$ cat src/hw/rtl/dmr_pkg.sv
// shared types, codes and constants for the motor duty ramp driver
`default_nettype none
package dmr_pkg;

  localparam logic [9:0] FULL_SCALE = 10'd1000;
  localparam int         ADDR_W     = 5;

  // operation codes
  localparam logic [1:0] OP_DIRECT = 2'd0;
  localparam logic [1:0] OP_RAMP   = 2'd1;
  localparam logic [1:0] OP_CLEAR  = 2'd2;
  localparam logic [1:0] OP_NONE   = 2'd3;

  // direction codes
  localparam logic [1:0] DIR_BRAKE = 2'd0;
  localparam logic [1:0] DIR_FWD   = 2'd1;
  localparam logic [1:0] DIR_BACK  = 2'd2;
  localparam logic [1:0] DIR_BAD   = 2'd3;

  // register indexes
  localparam logic [2:0] REG_UP_STEP   = 3'd0;
  localparam logic [2:0] REG_DOWN_STEP = 3'd1;
  localparam logic [2:0] REG_FAST      = 3'd2;
  localparam logic [2:0] REG_THRESHOLD = 3'd3;
  localparam logic [2:0] REG_STOP_CODE = 3'd4;

  typedef struct packed {
    logic [1:0] operation;
    logic [1:0] channel;
    logic [9:0] target_duty;
    logic [1:0] target_dir;
  } cmd_item_t;

  typedef struct packed {
    logic [1:0] out_channel;
    logic       dir_pin;
    logic [9:0] pwm_level;
    logic [9:0] applied_duty;
    logic [1:0] applied_dir;
  } res_item_t;

  typedef struct packed {
    logic [9:0] up_step;
    logic [9:0] down_step;
    logic [3:0] fast_factor;
    logic [9:0] switch_threshold;
    logic [9:0] stop_code;
  } cfg_t;

endpackage
`default_nettype wire

$ cat src/hw/rtl/dmr_cfg.sv
// configuration register file behind the apb-style port
`default_nettype none
module dmr_cfg (
  input  wire logic                       clk,
  input  wire logic                       rst,
  input  wire logic                       psel,
  input  wire logic                       penable,
  input  wire logic                       pwrite,
  input  wire logic [dmr_pkg::ADDR_W-1:0] paddr,
  input  wire logic [31:0]                pwdata,
  output logic      [31:0]                prdata,
  output dmr_pkg::cfg_t                   cfg
);

  logic [2:0] index;
  logic       wr;

  assign index = paddr[4:2];
  assign wr    = psel && penable && pwrite;

  always_ff @(posedge clk) begin
    if (rst) begin
      cfg.up_step          <= 10'd10;
      cfg.down_step        <= 10'd10;
      cfg.fast_factor      <= 4'd2;
      cfg.switch_threshold <= 10'd50;
      cfg.stop_code        <= 10'd0;
    end else if (wr) begin
      case (index)
        dmr_pkg::REG_UP_STEP:   cfg.up_step          <= pwdata[9:0];
        dmr_pkg::REG_DOWN_STEP: cfg.down_step        <= pwdata[9:0];
        dmr_pkg::REG_FAST:      cfg.fast_factor      <= pwdata[3:0];
        dmr_pkg::REG_THRESHOLD: cfg.switch_threshold <= pwdata[9:0];
        dmr_pkg::REG_STOP_CODE: cfg.stop_code        <= pwdata[9:0];
        default: ;
      endcase
    end
  end

  always_comb begin
    case (index)
      dmr_pkg::REG_UP_STEP:   prdata = {22'd0, cfg.up_step};
      dmr_pkg::REG_DOWN_STEP: prdata = {22'd0, cfg.down_step};
      dmr_pkg::REG_FAST:      prdata = {28'd0, cfg.fast_factor};
      dmr_pkg::REG_THRESHOLD: prdata = {22'd0, cfg.switch_threshold};
      dmr_pkg::REG_STOP_CODE: prdata = {22'd0, cfg.stop_code};
      default:                prdata = 32'd0;
    endcase
  end

endmodule
`default_nettype wire

$ cat src/hw/rtl/dmr_ramp.sv
// per-channel duty and direction state with the ramp update and pin mapping
`default_nettype none
module dmr_ramp #(
  parameter int CHANNELS = 4
) (
  input  wire logic                clk,
  input  wire logic                rst,
  input  wire dmr_pkg::cfg_t       cfg,
  input  wire dmr_pkg::cmd_item_t  item,
  input  wire logic                fire,
  output logic                     has_result,
  output dmr_pkg::res_item_t       res
);

  localparam int IDX_W = (CHANNELS > 1) ? $clog2(CHANNELS) : 1;

  logic [9:0] current_duty [CHANNELS];
  logic [1:0] current_dir  [CHANNELS];

  logic [IDX_W-1:0] idx;
  logic [9:0]  tduty, old_duty, duty_next, out_duty, lvl_duty;
  logic [1:0]  tdir, old_dir, dir_next, out_dir, plain_dir;
  logic [13:0] fast;
  logic [9:0]  fast_sub, down_sub;
  logic [10:0] up_sum;
  logic        in_range;

  assign idx      = IDX_W'(item.channel);
  assign in_range = 32'(item.channel) < CHANNELS;
  assign has_result = in_range && (item.operation != dmr_pkg::OP_NONE);

  assign old_duty = current_duty[idx];
  assign old_dir  = current_dir[idx];

  assign tduty = (item.target_duty > dmr_pkg::FULL_SCALE) ? dmr_pkg::FULL_SCALE
                                                          : item.target_duty;
  assign tdir  = (item.target_dir == dmr_pkg::DIR_BAD) ? dmr_pkg::DIR_BRAKE
                                                       : item.target_dir;

  assign fast     = 14'(cfg.down_step) * 14'(cfg.fast_factor);
  assign fast_sub = (14'(old_duty) > fast) ? 10'(14'(old_duty) - fast) : 10'd0;
  assign up_sum   = {1'b0, old_duty} + {1'b0, cfg.up_step};

  always_comb begin
    down_sub = (old_duty > cfg.down_step) ? old_duty - cfg.down_step : 10'd0;
    if (down_sub < tduty) begin
      down_sub = tduty;
    end
  end

  // ramp update for the addressed channel
  always_comb begin
    duty_next = old_duty;
    dir_next  = old_dir;
    case (item.operation)
      dmr_pkg::OP_CLEAR: begin
        duty_next = 10'd0;
        dir_next  = dmr_pkg::DIR_BRAKE;
      end
      dmr_pkg::OP_RAMP: begin
        if (item.target_duty == cfg.stop_code) begin
          duty_next = fast_sub;
        end else if (tdir == old_dir) begin
          if (tduty > old_duty) begin
            duty_next = (up_sum > {1'b0, tduty}) ? tduty : up_sum[9:0];
          end else begin
            duty_next = down_sub;
          end
        end else begin
          // reversal: brake hard, adopt new direction only when slow
          duty_next = fast_sub;
          if (fast_sub < cfg.switch_threshold) begin
            dir_next = tdir;
          end
        end
      end
      default: ;
    endcase
  end

  always_ff @(posedge clk) begin
    if (rst) begin
      for (int i = 0; i < CHANNELS; i++) begin
        current_duty[i] <= 10'd0;
        current_dir[i]  <= dmr_pkg::DIR_BRAKE;
      end
    end else if (fire && has_result) begin
      current_duty[idx] <= duty_next;
      current_dir[idx]  <= dir_next;
    end
  end

  // output mapping
  always_comb begin
    if (item.operation == dmr_pkg::OP_DIRECT) begin
      out_duty = tduty;
      out_dir  = tdir;
    end else begin
      out_duty = duty_next;
      out_dir  = dir_next;
    end
    lvl_duty  = (out_duty > dmr_pkg::FULL_SCALE) ? dmr_pkg::FULL_SCALE : out_duty;
    plain_dir = item.channel[0] ? dmr_pkg::DIR_FWD : dmr_pkg::DIR_BACK;

    res.out_channel  = item.channel;
    res.applied_duty = duty_next;
    res.applied_dir  = dir_next;
    if (out_dir == dmr_pkg::DIR_BRAKE) begin
      res.dir_pin   = 1'b1;
      res.pwm_level = dmr_pkg::FULL_SCALE;
    end else if (out_dir == plain_dir) begin
      res.dir_pin   = 1'b0;
      res.pwm_level = lvl_duty;
    end else begin
      res.dir_pin   = 1'b1;
      res.pwm_level = dmr_pkg::FULL_SCALE - lvl_duty;
    end
  end

endmodule
`default_nettype wire

$ cat src/hw/rtl/motor_duty_ramp_driver.sv
// motor duty ramp driver top level: item register, ramp logic, result register
//
//   channel   direction  handshake                     payload
//   cmd       in         cmd_valid / cmd_ready         cmd (dmr_pkg::cmd_item_t)
//   res       out        res_valid / res_ready         res (dmr_pkg::res_item_t)
//   config    in         psel penable pwrite pready    paddr pwdata / prdata
//
// one item per cycle unless a stalled result holds the item back; a result is registered
// after its item is accepted (item register, single ramp pass, result register).
// items with operation 3 or a channel at or above CHANNELS give no result.
// reset clears all channels to zero duty and brake and loads register defaults.
// a stalled result holds the result register; the item register keeps
// taking items as long as its content can move on.
`default_nettype none
module motor_duty_ramp_driver #(
  parameter int CHANNELS = 4
) (
  input  wire logic                       clk,
  input  wire logic                       rst,
  input  wire logic                       cmd_valid,
  output logic                            cmd_ready,
  input  wire dmr_pkg::cmd_item_t         cmd,
  output logic                            res_valid,
  input  wire logic                       res_ready,
  output dmr_pkg::res_item_t              res,
  input  wire logic                       psel,
  input  wire logic                       penable,
  input  wire logic                       pwrite,
  input  wire logic [dmr_pkg::ADDR_W-1:0] paddr,
  input  wire logic [31:0]                pwdata,
  output logic      [31:0]                prdata,
  output logic                            pready
);

  dmr_pkg::cfg_t      cfg;
  dmr_pkg::cmd_item_t item;
  dmr_pkg::res_item_t ramp_res;
  logic               item_valid;
  logic               has_result;
  logic               advance;

  assign pready = 1'b1;

  dmr_cfg u_cfg (
    .clk     (clk),
    .rst     (rst),
    .psel    (psel),
    .penable (penable),
    .pwrite  (pwrite),
    .paddr   (paddr),
    .pwdata  (pwdata),
    .prdata  (prdata),
    .cfg     (cfg)
  );

  dmr_ramp #(
    .CHANNELS (CHANNELS)
  ) u_ramp (
    .clk        (clk),
    .rst        (rst),
    .cfg        (cfg),
    .item       (item),
    .fire       (advance),
    .has_result (has_result),
    .res        (ramp_res)
  );

  // item leaves the item register when its result has room or it has none
  assign advance   = item_valid && (!has_result || !res_valid || res_ready);
  assign cmd_ready = !item_valid || advance;

  always_ff @(posedge clk) begin
    if (rst) begin
      item_valid <= 1'b0;
    end else if (cmd_valid && cmd_ready) begin
      item_valid <= 1'b1;
    end else if (advance) begin
      item_valid <= 1'b0;
    end
  end

  always_ff @(posedge clk) begin
    if (cmd_valid && cmd_ready) begin
      item <= cmd;
    end
  end

  always_ff @(posedge clk) begin
    if (rst) begin
      res_valid <= 1'b0;
    end else if (advance && has_result) begin
      res_valid <= 1'b1;
    end else if (res_ready) begin
      res_valid <= 1'b0;
    end
  end

  always_ff @(posedge clk) begin
    if (advance && has_result) begin
      res <= ramp_res;
    end
  end

`ifndef SYNTHESIS
  a_result_follows: assert property (@(posedge clk) disable iff (rst)
    (advance && has_result) |=> res_valid)
    else $error("result lost after item left the item register");

  a_clear_result: assert property (@(posedge clk) disable iff (rst)
    (advance && has_result && item.operation == dmr_pkg::OP_CLEAR) |=>
    (res.applied_duty == 10'd0 && res.applied_dir == dmr_pkg::DIR_BRAKE &&
     res.dir_pin && res.pwm_level == dmr_pkg::FULL_SCALE))
    else $error("clear item did not give brake at zero duty");

  a_level_range: assert property (@(posedge clk) disable iff (rst)
    res_valid |-> (res.pwm_level <= dmr_pkg::FULL_SCALE &&
                   res.applied_duty <= dmr_pkg::FULL_SCALE))
    else $error("duty or level beyond full scale");
`endif

endmodule
`default_nettype wire

$ cat config.mk
export PLATFORM = sky130hd
export DESIGN_NAME = motor_duty_ramp_driver
export DESIGN_NICKNAME = d
export VERILOG_FILES = /design/src/hw/rtl/dmr_pkg.sv /design/src/hw/rtl/dmr_cfg.sv /design/src/hw/rtl/dmr_ramp.sv /design/src/hw/rtl/motor_duty_ramp_driver.sv
export SDC_FILE = /design/constraint.sdc
export NUM_CORES = 1
export LEC_CHECK = 0
export ABC_CLOCK_PERIOD_IN_PS = 20800
export BUFFER_PORTS_ARGS = -buffer_cell sky130_fd_sc_hd__buf_2
export CORE_MARGIN = 1.5
export CORE_UTILIZATION = 53
export DETAILED_ROUTE_END_ITERATION = 16
export HOLD_SLACK_MARGIN = 0.02
export PLACE_DENSITY = 0.82
export SLEW_MARGIN = 10
export SYNTH_ARGS = -nofsm -noshare
export SYNTH_HDL_FRONTEND = slang
export SYNTH_SLANG_ARGS = --single-unit
$ cat constraint.sdc
create_clock -name clk -period 20.8 [get_ports clk]
set_input_delay 1.04 -clock clk [delete_from_list [all_inputs] [get_ports clk]]
set_output_delay 1.04 -clock clk [all_outputs]
set_load 0.02 [all_outputs]
Word level (Yosys, flattened, before mapping):

Memories as Yosys holds them, arrays and structs flattened. A register that Yosys moved wholly into a read port is not among the register bits.
Index checks and enable logic that the tools add are counted.
W data, S select, Z words.

* memories kept: 2
* RAM bits: 48
* input bits: 60
* bits in registers: 87

Memories
* u_ramp.current_duty: depth 4, width 10, rd ports 1, clocked after Yosys merged registers in 1, write ports 4, line dmr_ramp.sv:17 `logic [9:0] current_duty [CHANNELS];`
* u_ramp.current_dir: depth 4, width 2, rd ports 1, clocked after Yosys merged registers in 1, write ports 4, line dmr_ramp.sv:18 `logic [1:0] current_dir [CHANNELS];`

* $add $sub $neg: 4
* reductions and logical operators: 23
* mux-type cells: 37
* magnitude comparators: 8
* equality and inequality tests: 11
* $mul: 1

Operator list (number)
* $mux W10: 11
* $pmux W10 S5: 1
* $mux W2: 11
* $gt A10 B10 Y1: 2
* $gt A10 B10 Y1 const B: 2
* $lt A10 B10 Y1: 2
* $pmux W10 S2: 1
* $sub A10 B10 Y10: 2
* $gt A10 B14 Y1: 1
* $mul A10 B4 Y14: 1
* $add A10 B10 Y11: 1
* $gt A11 B10 Y1: 1
* $mux W1: 11
* $mux W11: 1
* $eq A10 B10 Y1: 1
* $reduce_and A2 Y1: 5
* $reduce_or A10 Y1: 1
* $sub A10 B10 Y10 const A: 1
* $eq A3 B2 Y1 const B: 2
* $logic_and A1 B1 Y1: 5
* $eq A2 B2 Y1: 2
* $eq A2 B2 Y1 const B: 2
* $logic_not A2 Y1: 2
* $pmux W2 S2: 1
* 9 further kinds: 14

Longest topological paths before layout:

* depth in word-level cells: 13
* gate-level depth with buffers: 33
* depth with buffers taken out: 31

Hierarchy:

From an unflattened synthesis, not the netlist that was laid out.

* cells, all modules: 1180
* area total of the unflattened synthesis: 11019.3 sq um

By module, submodules not included
* dmr_ramp: cells an instance 883, instances 1, area each 7329.5 sq um
* dmr_cfg: cells an instance 242, instances 1, area each 2343.5 sq um
* motor_duty_ramp_driver: cells an instance 55, instances 1, area each 1346.3 sq um

Worst setup path before layout:

No wires, ideal clock.

* kind: register -> register
* from: register (tool-made name)
* to: register res[18] in the netlist's numbering, data pin
* cell stages (with the launch flop): 29
* data required time: 20.545 ns
* path slack: 13.404 ns
* clock period less this slack: 7.396 ns
* arrival: 7.141 ns
* library setup time: 0.255 ns
* path through: dfxtp_1 -> buf_1 -> mux4_2 -> inv_1 -> ha_1 -> inv_1 -> fa_1 -> a21o_1 -> a221o_1 -> a21oi_1 -> or2_2 -> nor2_1 -> ha_1 -> nand4_1 -> or4_1 -> a31oi_1 -> a21boi_2 -> buf_6 -> or4b_1 -> o311ai_1 -> a31oi_1 -> a221oi_4 -> nand3_4 -> o211ai_1 -> ha_1 -> o211a_1 -> o21ai_1 -> a211o_1 -> a31o_1

RTL lines
* to (signal assigned): line motor_duty_ramp_driver.sv:100 `res <= ramp_res;`
* to (decl): line motor_duty_ramp_driver.sv:25 `output dmr_pkg::res_item_t res,`

==> flow_metrics.env <==
export IMPL_worstSetupEndpointType="register"
export IMPL_max_stage_delay_ps=870
export IMPL_hold_violations=0
export IMPL_grt_pass1_vias=8591
export IMPL_async_flop_share_pct=0
export IMPL_ys_types=84
export IMPL_die_area_um2=21200
export IMPL_dp_hpwl_um=21400
export IMPL_io_buffers=72
export IMPL_hold_path_startpoint="res_valid$_SDFFE_PP0P_"
export IMPL_min_period_over_period_pct=40.4
export IMPL_antenna_found_initial=0
export IMPL_syn_to_final_growth_pct=9.45
export IMPL_whs_ps=509
export IMPL_synth_top_cell_area_share_pct=24.9
export IMPL_ys_seq_area_share_pct=33.8
export IMPL_synth_most_common_cell="nor2_1"
export IMPL_nets=1363
export IMPL_fmax_mhz=119
export IMPL_critical_path_buf_inv_count=2
export IMPL_yosys_area_top_type="edfxtp_1"
export IMPL_core_area_um2=19700
export IMPL_synth_area_um2=10800
export IMPL_fin_util_pct=59.9
export IMPL_drtIter0Drc=1006
export IMPL_synth_edf_count=89
export IMPL_die_y_um=145
export IMPL_track_usage_pct=27.6
export IMPL_worstMarginPinSlew_ps=1160
export IMPL_ant_nets=0
export IMPL_cts_sinks=137
export IMPL_grt_first_pass_wirelength_um=46000
export IMPL_drc=0
export IMPL_synth_seq_cells=137
export IMPL_drive_above_1_share_pct=12.4
export IMPL_hold_path_class="register to register"
export IMPL_synth_cells=1147
export IMPL_ios=120
export IMPL_ys_flop_type="edfxtp_1"
export IMPL_critPathTopFamily="compound AO/OA/AOI/OAI gates"
export IMPL_fin_crit_ps=8400
export IMPL_diodes=0
export IMPL_cts_resized=0
export IMPL_clk_pin_slew_ps=60
export IMPL_grt_overflow_total=0
export IMPL_rows=51
export IMPL_worstPathMaxFanout=12
export IMPL_hold_buffers=0
export IMPL_critPathArrivalTime_ps=8590
export IMPL_drt_total_wl_um=28800
export IMPL_htreeDepth=4
export IMPL_p_leak_uw=0.00511
export IMPL_slew_viol_final=0
export IMPL_gp_congestion=0.988
export IMPL_num_vias=8992
export IMPL_r2r_slack_ps=12400
export IMPL_slew_headroom_pct=22.0
export IMPL_cpMostUsedCell="ha_1"
export IMPL_avgSynthCellArea_um2=9.38
export IMPL_worst_clock_skew_ps=18.6
export IMPL_clock_latency_ps=440
export IMPL_reg2regPathDepth=25
export IMPL_r2r_end="res[18]$_SDFFCE_PN1P_"
export IMPL_grt_start_max_net_pins=52
export IMPL_postPlaceCellArea_um2=11200
export IMPL_dr_pass1_iters=6
export IMPL_drv_cap=0
export IMPL_routed_via_density=6.11
export IMPL_setup_viol=0
export IMPL_numCtsBuffers=17
export IMPL_wl_per_cell_um=19.5
export IMPL_irDropWorstVdd_v=0.0000678
export IMPL_die_w_um=145
export IMPL_cts_tree="built"
export IMPL_hold_path_end="res_valid$_SDFFE_PP0P_"
export IMPL_cp_start_kind="register"
export IMPL_powerDensity_nw_per_um2=73.6
export IMPL_crit_slowest_cell="dfxtp_1"
export IMPL_status="finished clean"
export IMPL_cts_buffer_depth=2
export IMPL_fillers=1673
export IMPL_ys_warn_count=0
export IMPL_synth_top_cells_by_area="edfxtp_1, ha_1, dfxtp_1"
export IMPL_post_cts_repair_setup_buffers=0
export IMPL_ys_top_cells_by_count="nor2_1, inv_1, ha_1"
export IMPL_crit_type="register to register"
export IMPL_postLayoutCellArea_um2=11800
export IMPL_rsz0062_at_grt="false"
export IMPL_cp_required_ps=20990
export IMPL_holdPathStages=2
export IMPL_root_buffer="clkbuf_16"
export IMPL_initial_core_util_pct=54.7
export IMPL_crit_cells=25
export IMPL_finalSetupTns_ps=0
[per-stage QoR]
step           setup WS, ps  cells  total power, uW
6_report              12400   1472              866
5_1_grt               11890   1472              903
2_1_floorplan         13400   1168              512
3_5_place_dp          12480   1440              575
4_1_cts               12460   1472              861
3_3_place_gp          12560   1440              569
[state kept, by name, indices dropped and copies added (netlist names), named ones only]
register             cells
item                    16
u_ramp.current_duty     40
u_cfg.cfg               44
res_valid                1
u_ramp.current_dir       8
res                     25
item_valid               1
[logic make-up after synthesis]
kind of cell             share of synthesized area [%]
adder cells (fa/ha/maj)                           14.0
AND/OR/NAND/NOR                                   16.7
XOR/XNOR                                          3.26
AO/OA/AOI/OAI                                     16.4
flip-flops                                        33.8
buffers and inverters                             6.76
multiplexers                                      9.10
other                                           0.0698
[cells in the final DEF (no fill, tap or decap), types with 5 or more instances in the layout]
| cell type | Yosys | final |
|---|---|---|
| nand2_1 | 51 | 51 |
| a31o_2 | 5 | 5 |
| and2_1 | 43 | 43 |
| o21ai_1 | 6 | 6 |
| nor3_1 | 17 | 15 |
| o211ai_1 | 9 | 9 |
| fa_1 | 19 | 19 |
| nand3_1 | 10 | 10 |
| clkbuf_16 | 0 | 17 |
| dfxtp_1 | 48 | 48 |
| conb_1 | 2 | 23 |
| a21oi_1 | 55 | 55 |
| nor2b_1 | 12 | 12 |
| buf_2 | 2 | 72 |
| a31oi_1 | 10 | 10 |
| a211o_1 | 12 | 12 |
| or3_1 | 7 | 7 |
| o21a_1 | 9 | 9 |
| mux2i_1 | 64 | 64 |
| inv_1 | 97 | 97 |
| xnor2_1 | 26 | 26 |
| ha_1 | 90 | 90 |
| and3_1 | 5 | 5 |
| a211oi_1 | 16 | 16 |
| a21o_1 | 18 | 18 |
| o22ai_1 | 5 | 5 |
| a32oi_1 | 6 | 6 |
| nor4_1 | 5 | 5 |
| o21ai_0 | 39 | 39 |
| xor2_1 | 14 | 14 |
| nand2b_1 | 15 | 15 |
| nor2_1 | 159 | 158 |
| nand4_1 | 12 | 12 |
| mux4_2 | 13 | 13 |
| edfxtp_1 | 89 | 89 |
[where the power goes]
group | internal [uW] | leakage (uW) | total (uW) | switching (uW)
Sequential | 303 | 0.00128 | 312 | 8.40
Combinational | 98.1 | 0.00356 | 267 | 169
Clock | 160 | 0.000276 | 287 | 127
Total | 562 | 0.00511 | 866 | 304
[cell type report]
| cell class | count | area, um2 | area share (%) |
|---|---|---|---|
| clock buffer | 18 | 439 | 3.73 |
| clock inverter | 14 | 126 | 1.07 |
| sequential | 137 | 3630 | 30.9 |
| timing repair buffer | 74 | 375 | 3.19 |
| tap | 265 | 332 | 2.82 |
| multi-input combinational | 863 | 6480 | 55.1 |
| inverter | 101 | 379 | 3.22 |
[worst max-delay path by stage]
stage | startpoint | endpoint | slack (ps)
finish | register | res[18]$_SDFFCE_PN1P_ | 12400
CTS | register | res[18]$_SDFFCE_PN1P_ | 12460
detailed placement | register | res[18]$_SDFFCE_PN1P_ | 12480
floorplan | register | res[18]$_SDFFCE_PN1P_ | 13400
global route | register | res[18]$_SDFFCE_PN1P_ | 11890
global placement | register | res[18]$_SDFFCE_PN1P_ | 12560
[worst reg2reg max path, cell delays in order (launching register included)]
cell and delay, ps:
dfxtp_1 870, mux4_2 690, inv_1 130, ha_1 180
inv_1 60, fa_1 400, a21o_1 200, a221o_1 380
a21oi_1 530, or2_2 280, nor2_1 80, ha_1 340
and4_1 220, a221oi_1 370, a21boi_2 600, mux2i_1 220
a221oi_1 450, a31oi_1 360, a221oi_4 400, nand3_4 150
o211ai_1 130, ha_1 280, o211a_1 190, o21ai_1 100
a211o_1 350, a31o_1 210
[layer usage]
layer | wire length (um) | vias up | part of all wire (%) | GRT usage [%]
met1 | 11900 | 4253 | 41 | 36.7
met5 | 0 | - | 0 | 0
met3 | 2580 | 87 | 9.0 | 5.11
met4 | 1180 | 0 | 4.1 | 13.7
met2 | 13100 | 461 | 46 | 43.3
li1 | - | 4191 | - | -
Note: power is estimated with default switching activity, not from simulation.
